`src/hdl/bde_pkg.sv`:
```
package bde_pkg;

  // Dictionary geometry
  localparam int NUM_CODES     = 256;
  localparam int MAX_ENTRY_LEN = 255;
  localparam int OUT_LANES     = 4;

  localparam int BYTE_W  = 8;
  localparam int CODE_W  = $clog2(NUM_CODES);
  localparam int LEN_W   = 8;
  localparam int SLOT_W  = 8;                      // 256 byte slots per entry
  localparam int LANE_W  = $clog2(OUT_LANES);
  localparam int WORD_W  = SLOT_W - LANE_W;        // word index within a slot
  localparam int BANK_AW = CODE_W + WORD_W;
  localparam int CNT_W   = $clog2(OUT_LANES + 1);
  localparam int OUT_W   = OUT_LANES * BYTE_W;
  localparam int TOTAL_W = 32;

  typedef enum logic [1:0] {
    ACT_SET_LEN    = 2'd0,
    ACT_WRITE_BYTE = 2'd1,
    ACT_DECODE     = 2'd2
  } action_e;

  typedef enum logic [1:0] {
    ST_IDLE,
    ST_LEN,
    ST_RUN
  } seq_state_e;

  // Word read into the banked byte store
  typedef struct packed {
    logic               en;
    logic [BANK_AW-1:0] addr;
  } mem_rd_t;

  // Side info that travels with a word read
  typedef struct packed {
    logic             vld;
    logic [CNT_W-1:0] cnt;
    logic             last;
  } emit_t;

endpackage

```
`src/hdl/bde_len_table.sv`:
```
module bde_len_table (
  input  logic                            clk_i,
  input  logic                            rst_ni,
  input  logic                            wr_en_i,
  input  logic [bde_pkg::CODE_W-1:0]      wr_addr_i,
  input  logic [bde_pkg::LEN_W-1:0]       wr_data_i,
  input  logic                            rd_en_i,
  input  logic [bde_pkg::CODE_W-1:0]      rd_addr_i,
  output logic [bde_pkg::LEN_W-1:0]       len_o
);

  logic [bde_pkg::LEN_W-1:0]     mem_q [bde_pkg::NUM_CODES];
  logic [bde_pkg::NUM_CODES-1:0] valid_q;
  logic [bde_pkg::LEN_W-1:0]     rd_data_q;
  logic                          rd_vld_q;

  // entries never written read as zero
  always_ff @(posedge clk_i or negedge rst_ni) begin
    if (!rst_ni) begin
      valid_q  <= '0;
      rd_vld_q <= 1'b0;
    end else begin
      if (wr_en_i) begin
        valid_q[wr_addr_i] <= 1'b1;
      end
      if (rd_en_i) begin
        rd_vld_q <= valid_q[rd_addr_i];
      end
    end
  end

  always_ff @(posedge clk_i) begin
    if (wr_en_i) begin
      mem_q[wr_addr_i] <= wr_data_i;
    end
    if (rd_en_i) begin
      rd_data_q <= mem_q[rd_addr_i];
    end
  end

  assign len_o = rd_vld_q ? rd_data_q : '0;

endmodule

```
`config.mk`:
```
export PLATFORM = sky130hd
export DESIGN_NAME = bde_len_table
export DESIGN_NICKNAME = d
export VERILOG_FILES = /design/src/hdl/bde_pkg.sv /design/src/hdl/bde_len_table.sv
export SDC_FILE = /design/constraint.sdc
export NUM_CORES = 2
export LEC_CHECK = 0
export BUFFER_PORTS_ARGS = -buffer_cell sky130_fd_sc_hd__buf_4
export CAP_MARGIN = 25
export CORE_MARGIN = 1.5
export CORE_UTILIZATION = 35
export DETAILED_ROUTE_END_ITERATION = 8
export PLACE_DENSITY = 0.6
export SLEW_MARGIN = 20
export SYNTH_ARGS = -nofsm -noshare
export SYNTH_HDL_FRONTEND = slang
export SYNTH_SLANG_ARGS = --single-unit
```
`constraint.sdc`:
```
create_clock -name clk_i -period 6.1 [get_ports clk_i]
set_input_delay 0.305 -clock clk_i [delete_from_list [all_inputs] [get_ports clk_i]]
set_output_delay 0.305 -clock clk_i [all_outputs]
set_load 0.005 [all_outputs]
```
* Yosys cells after proc, flatten, opt, wreduce, memory -nomap -nowiden
Memory sizes are Yosys's and may differ from the RTL's. A register that Yosys moved wholly into a read port is not among the register bits. Cells that the tools add are included.
Operators by class: add/subtract/negate cells 0, multiply operators 0, div/mod/pow operators 0, $lt $le $gt $ge 3, equality and inequality tests 0, shift operators 0, mux-type cells 7, bitwise operators 1, reductions and logical operators 1
Operators by type and width (number):
- OR 256 bit | 1
- < comparator 8 x 9 -> 1 bit (second input constant) | 2
- binary-select mux 1 bit (select 8 bit) | 1
- demux 1 bit (select 8 bit) | 1
- greater-or-equal comparator 8 x 1 -> 1 bit (second input constant) | 1
- 2-to-1 mux 8 bit | 1
- 2-to-1 mux 1 bit | 4
- logical AND 1 bit | 1
Storage, ports and cells: register bits 257, latch bits 0, bits in writable memories 2048, ROM bits 0, input port bits 28, output and inout bits 8, word-level logic and storage cells 15, memories kept 1
Memory list:
- mem_q | depth 256, bits a word 8, read ports 1, clocked after Yosys merged registers in 1, wr ports 1, line bde_len_table.sv:12 | logic [bde_pkg::LEN_W-1:0] mem_q [bde_pkg::NUM_CODES];

* Logic depth before layout (Yosys ltp)
depth in word-level cells 5, mapped depth 12, gate-level depth less buffers 7

* Worst setup path after synthesis
No wires, ideal clock.
kind input-to-reg, start input rd_addr_i[1] (netlist bit), end register rd_data_q[4] (netlist bit) (read register of mem_q), data pin, setup time 262 ps, data arrival time 2546 ps, required time 5838 ps, setup slack 3292 ps, cell stages on the path 10, buffers on the path 4, cell sequence buf_2 > buf_2 > clkbuf_1 > buf_1 > mux4_2 > a22oi_1 > a21oi_1 > nor4_1 > o22ai_1 > or2_2
RTL lines:
- start: declaration | line bde_len_table.sv:8 | input logic [bde_pkg::CODE_W-1:0] rd_addr_i,
- end: declaration | line bde_len_table.sv:14 | logic [bde_pkg::LEN_W-1:0] rd_data_q;

==> reports/qor.yml <==
viasPerCell: 5.502
grt_pass1_wl_um: 330700
clock_skew_ps: 41.09
synthTopCellsByCount: "edfxtp_1, mux4_2, nor2_1, or2_2, a22oi_1"
synth_edf_count: 2056
p_per_area_nw_per_um2: 331.0
wl_per_cell_um: 28.90
run_status: "finished, final reports clean"
yosysTopAreaCell: "edfxtp_1"
cp_slowest_cell: "nor4_1"
portBuffers: 35
synth_ff_type: "edfxtp_1"
die_w_um: 506.4
syn_nets: 4314
insertion_delay_ps: 870
cts.sinks: 2313
critPathKind: "in2reg"
gp_congestion: 0.8437
synth_top_area_share_pct: 69.61
nets: 4464
max-vdd-ir-drop_uv: 313.8
worst_pin_slew_ps: 1280
setup-violations-final: 0
drive_above_1_share_pct: 29.32
grt_usage_pct: 17.84
crit_arrival_ps: 4570
totalPowerFinal_mw: 33.55
postSynthCellCount: 4286
cts_root_buf: "clkbuf_16"
ys_warn_count: 0
placementRows: 184
rsz0062_at_grt: "false"
grt_pass1_vias: 44160
fin_crit_sh_pct: 64.70
dp_hpwl_um: 138900
period_needed_ps: 3947
cts_buffers: 223
ys_ff_latch: 2313
reg2reg_depth: 6
drt-total-wl_um: 230900
clock_path_buffers: 3
p_leak_nw: 33.11
ios: 36
finalMaxSlewViolations: 0
slew_headroom_pct: 14.70
fin_setup_tns_ps: 0
antenna_found_initial: 11
ys_seq_area_share_pct: 76.86
ys_types: 36
die_area_um2: 256400
cts_max_level: 4
grt_max_degree: 184
critPathMaxFanout: 54
crit_cells: 9
vias: 43970
netlist_area_um2: 88700
crit_chain: "buf_8 > buf_4 > buf_4 > mux4_2 > a22oi_1 > a21oi_1 > nor4_1 > o22ai_1 > or2_2"
grt_overflow: 0
yosysMostFrequentCell: "edfxtp_1"
hold-path-cell-count: 4
drtAntennaViolNets: 0
crit_path_end_kind: "flop"
drcViolationCount: 0
fmax_mhz: 253.4
avgSynthCellArea_um2: 20.69
drtPass1Iterations: 7
synth-async-reset-ratio_pct: 11.11
critPathMaxStageDelay_ps: 740
synth_area_leaders: "edfxtp_1, mux4_2, dfrtp_1"
dieHeight_um: 506.4
clkTransAtPathRegs_ps: 70
hold_class: "in2reg"
worst-endpoint-required_ps: 6720
drtIter0Drc: 5028
cts_tree: "built"
critPathBufInv: 3
hold_violations: 0
start_kind: "input pin"
start_util_pct: 35.25
crit_top_cell: "buf_4"
maxCapViolCount: 0
syn_to_final_growth_pct: 14.28
core_area_um2: 251600
crit_family: "buffers and inverters"
## worst min-delay path: stages
cell and delay, ps:
buf_4 180, nand3_1 100, nor4_1 60, a211o_1 220
## layout by cell type, fill, tap and decap left out, types with 13 or more instances in the layout
master | Yosys | layout
clkinv_1 | 1 | 13
nand3_1 | 32 | 32
nand2_1 | 33 | 33
buf_4 | 1 | 127
bufinv_16 | 0 | 21
clkbuf_16 | 0 | 224
nor2_1 | 266 | 262
clkinv_2 | 0 | 44
mux4_2 | 565 | 565
nor4_1 | 34 | 34
edfxtp_1 | 2056 | 2056
or2_2 | 266 | 266
clkbuf_1 | 146 | 65
dfrtp_1 | 257 | 257
o22ai_1 | 21 | 21
buf_12 | 0 | 25
nor2b_1 | 14 | 13
clkbuf_8 | 0 | 32
mux2i_1 | 28 | 28
a22oi_1 | 258 | 258
a21oi_1 | 134 | 134
## flip-flops by register name, indices dropped and copies added (netlist names)
name       count
rd_vld_q       1
rd_data_q      8
valid_q      256
mem_q       2048
## per-layer routing
layer	share of wire, %	routed length [µm]	vias to the layer above	global-route usage, %
met4	2.9	6745	2	5.337
met2	48	110500	1883	28.25
met5	0.0056	13	-	0
li1	-	-	17940	-
met1	41	95520	23800	25.02
met3	7.9	18140	347	3.413
## report_power, final
group / total (mW) / internal, mW / switching (mW)
clock: 14.3 / 8.13 / 6.15
sequential: 17.5 / 17.4 / 0.0811
combinational: 1.76 / 0.656 / 1.10
total: 33.6 / 26.2 / 7.34
## area by class of cell
class,count,area (µm²)
flip-flops and latches,2313,68170
repair buffers,178,1812
clock buffers,321,6290
multi-input cells,1715,19490
diodes,4,10.01
inverters,5,18.77
fillers,21960,150300
well taps,3348,4189
clock inverters,107,1389
## through the flow
stage,hold slack (ps),area [µm²],worst slack [ps],util [%],std cells
2_1_floorplan,9.409,88700,3292,-,4286
3_3_place_gp,357.4,93240,1164,37.05,7512
3_5_place_dp,355.8,93360,1070,37.10,7527
4_1_cts,3.180,101100,1986,40.19,7964
5_1_grt,39.12,101400,2001,40.28,7989
6_report,66.32,101400,2153,40.28,7991
## what timing repair did
item,4_1_cts,5_1_grt
hold endpoints to repair,414,4
resized for setup,0,0
hold buffers,9,1
buffers inserted,0,0
## path summary, 6_finish.rpt
kind,from,end,slack (ps)
max,rd_addr_i[0],rd_data_q[2],2150
min,rd_addr_i[7],rd_vld_q,70
max reg2reg,mem_q[183][0],rd_data_q[0],2690
min reg2reg,valid_q[230],valid_q[230],460
max in group asynchronous,rst_ni,valid_q[94],4620
min in group asynchronous,rst_ni,valid_q[44],90
## logic make-up (layout without fill, tap and decap cells)
logic type | after synthesis | in the layout | synth area share (%)
DFF | 2313 | 2313 | 76.86
and+or+nand+nor | 680 | 680 | 3.902
buffers and inverters | 258 | 611 | 1.209
AOI/OAI and AO/OA | 439 | 439 | 3.331
muxes | 596 | 596 | 14.70
other | 0 | 4 | 0
Power figures use the tool's default switching activity.
