===== src/hdl/bde_pkg.sv =====
package bde_pkg;

  // Dictionary geometry
  localparam int NUM_CODES     = 256;
  localparam int MAX_ENTRY_LEN = 255;
  localparam int OUT_LANES     = 4;

  localparam int BYTE_W  = 8;
  localparam int CODE_W  = $clog2(NUM_CODES);
  localparam int LEN_W   = 8;
  localparam int SLOT_W  = 8;                      // 256 byte slots per entry
  localparam int LANE_W  = $clog2(OUT_LANES);
  localparam int WORD_W  = SLOT_W - LANE_W;        // word index within a slot
  localparam int BANK_AW = CODE_W + WORD_W;
  localparam int CNT_W   = $clog2(OUT_LANES + 1);
  localparam int OUT_W   = OUT_LANES * BYTE_W;
  localparam int TOTAL_W = 32;

  typedef enum logic [1:0] {
    ACT_SET_LEN    = 2'd0,
    ACT_WRITE_BYTE = 2'd1,
    ACT_DECODE     = 2'd2
  } action_e;

  typedef enum logic [1:0] {
    ST_IDLE,
    ST_LEN,
    ST_RUN
  } seq_state_e;

  // Word read into the banked byte store
  typedef struct packed {
    logic               en;
    logic [BANK_AW-1:0] addr;
  } mem_rd_t;

  // Side info that travels with a word read
  typedef struct packed {
    logic             vld;
    logic [CNT_W-1:0] cnt;
    logic             last;
  } emit_t;

endpackage


===== src/hdl/bde_seq.sv =====
module bde_seq (
  input  logic                           clk_i,
  input  logic                           rst_ni,
  input  logic                           start_i,
  input  logic [bde_pkg::CODE_W-1:0]     code_i,
  input  logic [bde_pkg::LEN_W-1:0]      len_i,
  output logic                           busy_o,
  output bde_pkg::mem_rd_t               rd_o,
  output bde_pkg::emit_t                 emit_o,
  output logic [bde_pkg::TOTAL_W-1:0]    total_o
);

  bde_pkg::seq_state_e          state_q, state_d;
  logic [bde_pkg::CODE_W-1:0]   code_q;
  logic [bde_pkg::LEN_W-1:0]    done_q, done_d;
  bde_pkg::emit_t               emit_q, emit_d;
  logic [bde_pkg::TOTAL_W-1:0]  total_q, total_d;

  logic [bde_pkg::LEN_W-1:0]    remain;
  logic                         last_word;
  logic [bde_pkg::CNT_W-1:0]    cnt;
  logic [bde_pkg::TOTAL_W:0]    sum;
  logic                         issue;

  // shared step unit: bytes left, word size, saturating total
  assign remain    = len_i - done_q;
  assign last_word = remain <= bde_pkg::LEN_W'(bde_pkg::OUT_LANES);
  assign cnt       = last_word ? remain[bde_pkg::CNT_W-1:0]
                               : bde_pkg::CNT_W'(bde_pkg::OUT_LANES);
  assign sum       = {1'b0, total_q} + (bde_pkg::TOTAL_W+1)'(cnt);

  always_comb begin
    state_d = state_q;
    case (state_q)
      bde_pkg::ST_IDLE: begin
        if (start_i) state_d = bde_pkg::ST_LEN;
      end
      bde_pkg::ST_LEN: begin
        if (len_i == '0) state_d = bde_pkg::ST_IDLE;
        else             state_d = bde_pkg::ST_RUN;
      end
      bde_pkg::ST_RUN: begin
        if (last_word) state_d = bde_pkg::ST_IDLE;
      end
      default: state_d = bde_pkg::ST_IDLE;
    endcase
  end

  always_comb begin
    issue   = 1'b0;
    busy_o  = 1'b1;
    case (state_q)
      bde_pkg::ST_IDLE: busy_o = 1'b0;
      bde_pkg::ST_LEN:  busy_o = 1'b1;
      bde_pkg::ST_RUN:  issue  = 1'b1;
      default:          busy_o = 1'b1;
    endcase
    rd_o.en   = issue;
    rd_o.addr = {code_q, done_q[bde_pkg::SLOT_W-1:bde_pkg::LANE_W]};

    emit_d.vld  = issue;
    emit_d.cnt  = cnt;
    emit_d.last = last_word;

    done_d  = done_q;
    total_d = total_q;
    if (state_q == bde_pkg::ST_IDLE) begin
      done_d = '0;
    end else if (issue) begin
      done_d  = done_q + bde_pkg::LEN_W'(bde_pkg::OUT_LANES);
      total_d = sum[bde_pkg::TOTAL_W] ? '1 : sum[bde_pkg::TOTAL_W-1:0];
    end
  end

  always_ff @(posedge clk_i or negedge rst_ni) begin
    if (!rst_ni) begin
      state_q <= bde_pkg::ST_IDLE;
      done_q  <= '0;
      emit_q  <= '0;
      total_q <= '0;
    end else begin
      state_q <= state_d;
      done_q  <= done_d;
      emit_q  <= emit_d;
      total_q <= total_d;
    end
  end

  always_ff @(posedge clk_i) begin
    if (start_i && (state_q == bde_pkg::ST_IDLE)) begin
      code_q <= code_i;
    end
  end

  assign emit_o  = emit_q;
  assign total_o = total_q;

endmodule


===== config.mk =====
export PLATFORM = sky130hd
export DESIGN_NAME = bde_seq
export DESIGN_NICKNAME = d
export VERILOG_FILES = /design/src/hdl/bde_pkg.sv /design/src/hdl/bde_seq.sv
export SDC_FILE = /design/constraint.sdc
export NUM_CORES = 1
export LEC_CHECK = 0
export ABC_CLOCK_PERIOD_IN_PS = 3850
export BUFFER_PORTS_ARGS = -buffer_cell sky130_fd_sc_hd__buf_2
export CORE_MARGIN = 8
export CORE_UTILIZATION = 53
export CTS_CLUSTER_SIZE = 16
export DETAILED_ROUTE_END_ITERATION = 10
export PLACE_DENSITY = 0.8
export SLEW_MARGIN = 20
export SYNTH_ARGS = -nofsm -noshare
export SYNTH_HDL_FRONTEND = slang
export SYNTH_SLANG_ARGS = --single-unit

===== constraint.sdc =====
create_clock -name clk_i -period 3.85 [get_ports clk_i]
set_input_delay 0.5775 -clock clk_i [delete_from_list [all_inputs] [get_ports clk_i]]
set_output_delay 0.5775 -clock clk_i [all_outputs]
set_load 0.05 [all_outputs]

# Yosys cells after proc, flatten, opt, wreduce, memory -nomap -nowiden
# Cells that the tools add are included.
totals:
  out_inout_bits: 53
  word_cells: 32
  register_bits: 55
  input_bits: 19
op_classes:
  n_eq_ne: 4
  reduce_logical: 6
  order_cmp: 1
  n_addsub: 3
  mux: 10
  bitwise_logic: 1
ops:
  columns: ["op", "n"]
  rows:
  - ["$add A32 B3 Y33", 1]
  - ["$mux W32", 1]
  - ["$mux W8", 2]
  - ["$add A8 B3 Y8 const B", 1]
  - ["$le A8 B3 Y1 const B", 1]
  - ["$logic_not A8 Y1", 1]
  - ["$sub A8 B8 Y8", 1]
  - ["$mux W2", 3]
  - ["$pmux W2 S3", 1]
  - ["$ne A2 B2 Y1 const B", 2]
  - ["$reduce_and A2 Y1", 2]
  - ["$mux W3", 1]
  - ["$eq A2 B1 Y1 const B", 1]
  - ["$eq A2 B2 Y1 const B", 1]
  - ["$logic_not A2 Y1", 1]
  - ["$mux W1", 2]
  - ["$reduce_bool A2 Y1", 1]
  - ["$logic_and A1 B1 Y1", 1]
  - ["$not A1 Y1", 1]

# Logic depth before layout (Yosys ltp)
# Gate-level depths: netlist (run 1).
logic_depth:
  depth_word: 5
  ltp_mapped: 16

# Least setup slack after synthesis (run 1)
# No wires, ideal clock.
synth_path:
  path_type: "register to register"
  startpoint: "register done_q[2] (netlist name)"
  endpoint: "register total_q, in the netlist total_o[28]"
  period_less_slack_ns: 3.623
  stages_incl_launch_ff: 16
  arrival_time_ns: 3.498
  path_slack_ns: 0.227
  path_cell_list: "dfrtp_1 -> inv_1 -> ha_1 -> nand2b_1 -> a22oi_1 -> or3_1 -> a221oi_2 -> and2_1 -> ha_1 -> fa_1 -> a21oi_1 -> nor3_2 -> and3_1 -> buf_6 -> and3_4 -> mux2_4"
synth_via:
  elab_chain_len: 5
synth_lines:
  columns: ["element", "line", "rtl"]
  rows:
  - ["start: declaration", "bde_seq.sv:15", "logic [bde_pkg::LEN_W-1:0] done_q, done_d;"]
  - ["start signal: assignment", "bde_seq.sv:83", "done_q <= done_d;"]
  - ["$sub A8 B8 Y8", "bde_seq.sv:26", "assign remain = len_i - done_q;"]
  - ["$le A8 B3 Y1", "bde_seq.sv:27", "assign last_word = remain <= bde_pkg::LEN_W'(bde_pkg::OUT_LANES);"]
  - ["net last_word", "bde_seq.sv:20", "logic last_word;"]
  - ["$mux W3", "bde_seq.sv:28", "assign cnt = last_word ? remain[bde_pkg::CNT_W-1:0]"]
  - ["net cnt (one bit)", "bde_seq.sv:21", "logic [bde_pkg::CNT_W-1:0] cnt;"]
  - ["$add A32 B3 Y33", "bde_seq.sv:30", "assign sum = {1'b0, total_q} + (bde_pkg::TOTAL_W+1)'(cnt);"]
  - ["$mux W32", "bde_seq.sv:71", "total_d = sum[bde_pkg::TOTAL_W] ? '1 : sum[bde_pkg::TOTAL_W-1:0];"]
  - ["end signal: assignment", "bde_seq.sv:85", "total_q <= total_d;"]
  - ["end: declaration", "bde_seq.sv:17", "logic [bde_pkg::TOTAL_W-1:0] total_q, total_d;"]
# The timed path passes the listed nets, and every way through them passes these cells.
# A chain may end at the register's enable or synchronous reset.

# Worst setup path in the final report (run 1)
layout_path:
  startpoint: "register done_q[2] (netlist name)"
  endpoint: "register total_q, in the netlist total_o[1]"
# The elaborated chain is that of the path after synthesis.

==> results.py, run 1 <==
metrics = {
    "detailed_routing": {
        "routedWlPerCell_um": 14.79,
        "ant_nets": 0,
        "drc": 0,
        "drtPass1Iterations": 4,
        "first_iter_violations": 90,
        "wirelength_mm": 6.077,
        "viasPerCell": 5.370,
        "vias": 2207,
    },
    "placement": {
        "port_buffers": 71,
        "hpwlAfterDp_mm": 4.605,
        "gp_congestion": 0.9913,
    },
    "clock_network": {
        "post_cts_resized": 0,
        "cts_max_level": 2,
        "tritoncts": "built",
        "root_buffer": "clkbuf_8",
        "post_cts_buffers": 0,
        "clkSinkCount": 53,
        "clockBufferDepth": 2,
        "cts_buffers": 5,
        "clk_pin_slew_ns": 0.10,
        "clk_latency_ns": 0.30,
        "ctsHoldBuffers": 0,
    },
    "die": {
        "die_area_mm2": 0.007724,
        "start_util_pct": 54.32,
        "pin_count": 72,
        "fp.dieW_um": 87.89,
        "core_area_mm2": 0.005042,
        "fp.dieH_um": 87.89,
        "row_count": 26,
    },
    "timing": {
        "setup_viol": 0,
        "hold_viol": 0,
        "fmax_mhz": 278.7,
        "final.min_clock_period_ns": 3.588,
        "slew_headroom_pct": 36.32,
        "tightest_slew_ns": 0.9553,
        "finalMaxSlewViolations": 0,
        "rsz0062_at_grt": "false",
        "final.setup.tns_ns": 0,
        "fin_crit_sh_pct": 93.20,
        "clock_skew_ns": 0.009434,
    },
    "synth": {
        "yosys.area.top_type_share_pct": 41.11,
        "ys_types": 45,
        "syn-num-nets": 296,
        "synth_area_per_cell_um2": 10.30,
        "synth_commonest_cells": "45 x dfrtp_1, 35 x nand2_1, 23 x xor2_1",
        "synth-seq-cells": 53,
        "synthCells": 266,
        "ys_top_cells_by_area": "dfrtp_1 41%, edfxtp_1 8.8%, xor2_1 7.4%",
        "ys_seq_area_share_pct": 49.89,
        "synth_edf_count": 8,
        "ys_warn_count": 0,
        "synthFlopType": "dfrtp_1",
        "netlist_area_mm2": 0.002739,
        "async_flop_share_pct": 84.91,
        "yosysTopAreaCell": "dfrtp_1",
        "synthMostInstantiatedCell": "dfrtp_1",
    },
    "power": {
        "power_mw": 1.812,
        "internal_power_mw": 0.9893,
        "power.density_mw_per_mm2": 554.6,
        "irDropWorstVdd_mv": 0.3686,
        "p_sw_share_pct": 45.42,
        "pwr-share-seq_pct": 40.7,
        "combPwrFrac_pct": 42.4,
        "p_leak_nw": 1.703,
        "pwr-share-clk_pct": 16.9,
        "p_switching_mw": 0.8232,
    },
    "run": {
        "cap_violations": 0,
    },
    "critical_path": {
        "crit_path_start": "done_q[2]",
        "end_kind": "flip-flop",
        "crit_fanout": 23,
        "criticalPathCategory": "flip-flop to flip-flop",
        "critPathArrivalTime_ns": 3.77,
        "rr_startpoint": "done_q[2]",
        "cp.required_ns": 4.03,
        "start_kind": "flip-flop",
    },
    "grt": {
        "grt_pass1_vias": 2217,
        "overflow": 0,
        "antenna_found_initial": 0,
        "grt_max_degree": 46,
        "grt_pass1_wl_mm": 10.18,
        "grtUsageTotal_pct": 16.51,
    },
    "final_layout": {
        "post-route-util_pct": 64.81,
        "diodes": 0,
        "final_nets": 370,
        "area_growth_pct": 19.32,
        "drive_above_1_share_pct": 29.33,
    },
    "worst_hold_path": {
        "hp-class": "input port to asynchronous set/reset pin",
    },
    "outcome": {
        "status": "completed",
    },
}
[state kept, by name, indices dropped and copies added (netlist names)]
signal / count
done_q: 6
state_q: 2
code_q: 8
emit_o: 5
total_o: 32
[placed cells by master, fill, tap and decap left out, types with 2 or more instances in the layout]
cell      synthesis  layout
clkbuf_8          0       5
or4_1             3       3
or3_1             3       3
and3_1            6       6
nor3_1            3       3
xor2_1           23      23
buf_4             1       5
nand4_1           8       8
and4_4            3       3
and2_1            6       6
edfxtp_1          8       8
inv_1            11      11
o22ai_1           2       2
o21ai_0          10      10
nand2b_1          5       5
o211ai_1          2       2
mux2_2            2       2
xnor2_1           6       6
nor2b_1           3       3
buf_2             5      71
nand2_1          35      35
a22o_1            2       2
nand3_1          14      14
a21oi_1           4       4
a31oi_1           4       4
dfrtp_1          45      45
ha_1             10      10
and3_2            3       3
nor2_1           19      19
[cell families (layout without fill, tap and decap cells)]
logic type	Yosys count	in the layout	synth area share, %
AOI/OAI and AO/OA	32	32	7.766
muxes	3	3	1.370
xor gates and xnor gates	29	29	9.274
and+or+nand+nor	116	116	22.48
DFF	53	53	49.89
adders and majority gates	11	11	5.299
other	1	1	0.1369
buffers and inverters	21	96	3.792
[final timing paths]
check / to / slack, ns / cells after the start
max: total_o[1] / 0.26 / 16
min: total_o[20] / 0.42 / 1
max reg2reg: total_o[1] / 0.26 / 16
min in group clk_i: code_q[1] / 0.44 / 1
max in group asynchronous: total_o[1] / 2.84 / 1
min reg2reg: total_o[26] / 0.53 / 1
[metal layers]
| metal | global-route usage, % | share of wire, % |
|---|---|---|
| met1 | 19.66 | 43 |
| met2 | 28.18 | 49 |
| met3 | 4.034 | 6.8 |
| met4 | 5.781 | 1.4 |
| met5 | 0 | 0 |
[power by group through the flow]
| stage | Combinational (mW) | Clock (mW) | Sequential, mW |
|---|---|---|---|
| 2_1_floorplan | 0.342 | 0 | 0.980 |
| 3_3_place_gp | 0.746 | 0 | 0.747 |
| 3_5_place_dp | 0.763 | 0 | 0.747 |
| 4_1_cts | 0.766 | 0.314 | 0.737 |
| 5_1_grt | 0.835 | 0.331 | 0.752 |
| 6_report | 0.768 | 0.307 | 0.738 |
[worst max-delay path: stages (launching register included)]
cell and delay (ns):
dfrtp_1 0.43, inv_1 0.09, ha_1 0.32, o21ai_0 0.35
a22oi_1 0.12, o2111ai_1 0.15, a221oi_2 0.08, and2_1 0.21
ha_1 0.22, fa_1 0.41, a21oi_1 0.25, nor3_2 0.08
and3_1 0.20, buf_4 0.15, nand2_2 0.13, buf_12 0.17
o21ai_0 0.09
[stage by stage]
| step | instance area, um^2 | std cells | setup WS, ns | hold slack (ns) |
|---|---|---|---|---|
| after floorplan | 2739 | 266 | 0.2267 | 0.2819 |
| after global placement | 3177 | 403 | 0.2066 | 0.4915 |
| after detailed placement | 3177 | 403 | 0.1097 | 0.5142 |
| after CTS | 3263 | 411 | 0.2387 | 0.4341 |
| after global routing | 3268 | 411 | 0.03610 | 0.4283 |
| final | 3268 | 411 | 0.2618 | 0.4186 |
[layout make-up]
type	instances	area, um^2
fill	416	1774
sequential	53	1366
multi-input combinational	192	1274
timing repair buffer	77	412.9
tap	70	87.58
clock buffer	5	68.82
inverter	11	41.29
clock inverter	3	17.52
Power figures use the tool's default switching activity.
==> run 2: changes to the inputs <==
--- a/config.mk
+++ b/config.mk
@@ -5,13 +5,13 @@
 export SDC_FILE = /design/constraint.sdc
 export NUM_CORES = 1
 export LEC_CHECK = 0
-export ABC_CLOCK_PERIOD_IN_PS = 3850
+export ABC_CLOCK_PERIOD_IN_PS = 3300
 export BUFFER_PORTS_ARGS = -buffer_cell sky130_fd_sc_hd__buf_2
 export CORE_MARGIN = 8
-export CORE_UTILIZATION = 53
+export CORE_UTILIZATION = 47
 export CTS_CLUSTER_SIZE = 16
 export DETAILED_ROUTE_END_ITERATION = 10
-export PLACE_DENSITY = 0.8
+export PLACE_DENSITY = 0.75
 export SLEW_MARGIN = 20
 export SYNTH_ARGS = -nofsm -noshare
 export SYNTH_HDL_FRONTEND = slang
==> constraint.sdc (replaced) <==
create_clock -name clk_i -period 3.3 [get_ports clk_i]
set_input_delay 0.495 -clock clk_i [delete_from_list [all_inputs] [get_ports clk_i]]
set_output_delay 0.495 -clock clk_i [all_outputs]
set_load 0.05 [all_outputs]
==> results.py, run 2 (synthesized netlist as in run 1, its figures left out) <==
metrics = {
    "outcome": {
        "status": "complete, but fails checks",
        "violations": "setup timing",
    },
    "clock_network": {
        "clockBufferDepth": 2,
        "clk_latency_ns": 0.30,
        "cts_max_level": 2,
        "root_buffer": "clkbuf_8",
        "clkSinkCount": 53,
        "cts_buffers": 5,
        "tritoncts": "built",
        "clk_pin_slew_ns": 0.09,
    },
    "critical_path": {
        "rr_startpoint": "done_q[4]",
        "criticalPathCategory": "flip-flop to flip-flop",
        "start_kind": "flip-flop",
        "r2r_end": "total_o[28]",
        "end_kind": "flip-flop",
        "r2r_cells": 12,
        "cp.required_ns": 3.49,
        "critPathArrivalTime_ns": 3.50,
        "r2r_slack_ns": -0.005,
        "crit_fanout": 5,
    },
    "timing": {
        "final.min_clock_period_ns": 3.305,
        "rsz0062_at_grt": "true",
        "clock_skew_ns": 0.003460,
        "holdWs_ns": 0.05684,
        "setup_slack_ns": -0.005277,
        "slew_headroom_pct": 61.60,
        "final.setup.tns_ns": -0.005277,
        "tightest_slew_ns": 0.5760,
        "fmax_mhz": 302.5,
        "finalMaxSlewViolations": 0,
        "setup_viol": 1,
        "hold_viol": 0,
        "fin_crit_sh_pct": 100.2,
    },
    "die": {
        "pin_count": 72,
        "die_area_mm2": 0.008526,
        "row_count": 28,
        "fp.dieW_um": 92.34,
        "fp.dieH_um": 92.34,
        "start_util_pct": 47.38,
        "core_area_mm2": 0.005781,
    },
    "final_layout": {
        "layout_commonest_cell": "buf_2",
        "drive_above_1_share_pct": 40.44,
        "final_cell_mix": "71 x buf_2, 41 x dfrtp_1, 35 x nand2_1, 23 x xor2_1",
        "post-route-util_pct": 63.25,
        "area_growth_pct": 33.49,
        "diodes": 0,
        "fillCellCount": 460,
        "layoutNonFillerInstCount": 436,
        "largest_register_ffs": 32,
        "final_nets": 390,
    },
    "placement": {
        "port_buffers": 71,
        "gp_congestion": 0.8488,
        "dp.cells": 419,
        "hpwlAfterDp_mm": 4.835,
    },
    "power": {
        "irDropWorstVdd_mv": 0.3457,
        "power.density_mw_per_mm2": 644.0,
        "p_leak_nw": 1.834,
        "power_mw": 2.354,
    },
    "run": {
        "cap_violations": 0,
    },
    "detailed_routing": {
        "routedWlPerCell_um": 15.58,
        "drc": 0,
        "wirelength_mm": 6.794,
        "ant_nets": 0,
        "viasPerCell": 5.250,
        "vias": 2289,
        "first_iter_violations": 151,
        "drtPass1Iterations": 4,
    },
    "grt": {
        "grt_max_degree": 46,
        "grtUsageTotal_pct": 14.98,
        "antenna_found_initial": 0,
        "grt_pass1_vias": 2223,
        "overflow": 0,
        "grt_pass1_wl_mm": 10.61,
    },
    "worst_hold_path": {
        "hp-class": "input port to asynchronous set/reset pin",
    },
}
==> run 2: cell types whose count changed in the layout (fill, tap and decap cells not counted), moves of 2 or more <==
cell,previous run,this run
ha_4,0,4
ha_1,10,4
inv_1,11,8
buf_4,5,19
buf_6,0,4
ha_2,0,2
inv_2,0,3
dfrtp_2,0,4
o21ai_0,10,8
dfrtp_1,45,41
==> run 2: what timing repair did <==
item,CTS,global route
gates resized for setup,0,25
setup buffers,0,7
hold buffers,0,0
endpoints found under the hold margin,0,0
setup endpoints to repair,0,32
==> run 2: worst max-delay path by stage <==
stage,cells after the start,start,slack [ns],to
2_1_floorplan,13,done_q[4],0.02,total_o[28]
5_1_grt,12,done_q[4],-0.15,total_o[28]
4_1_cts,13,done_q[4],0.03,total_o[31]
3_5_place_dp,14,len_i[3],-0.10,total_o[31]
3_3_place_gp,14,len_i[3],-0.01,total_o[31]
6_report,12,done_q[4],-0.005,total_o[28]
==> run 2: metal layers <==
metal,up-vias,wire [um],track usage [%]
met5,-,0,0
met4,0,141,4.430
met3,11,302,3.155
met2,50,3451,25.98
met1,1114,2898,18.25
li1,1114,-,-
==> run 2: cell type report <==
class | count | area (um^2) | share of cell area, %
clock buffers | 5 | 68.82 | 1.882
well taps | 75 | 93.84 | 2.567
inverters | 11 | 41.29 | 1.129
multi-input cells | 192 | 1431 | 39.15
flip-flops and latches | 53 | 1371 | 37.51
clock inverters | 3 | 41.29 | 1.129
repair buffers | 97 | 608.1 | 16.63
==> run 2: through the flow <==
stage               cell area, um^2  setup slack [ns]
floorplan                      2803           0.01967
detailed placement             3329           -0.1026
global placement               3329          -0.01285
global route                   3656           -0.1512
finish                         3656         -0.005277
CTS                            3440           0.03232
==> run 2: power breakdown <==
part / switching, mW / internal (mW)
clock: 0.205 / 0.223
combinational: 0.714 / 0.341
sequential: 0.104 / 0.767
total: 1.02 / 1.33
==> run 2: worst max-delay path: stages (launching register included) <==
cell and delay (ns):
dfrtp_2 0.44, inv_1 0.14, ha_2 0.30, or3_1 0.40, a221oi_2 0.39, nor2b_4 0.24
buf_4 0.13, fa_2 0.22, a21oi_4 0.07, nor3_4 0.17, and3_4 0.22, and3_4 0.18
mux2_4 0.29
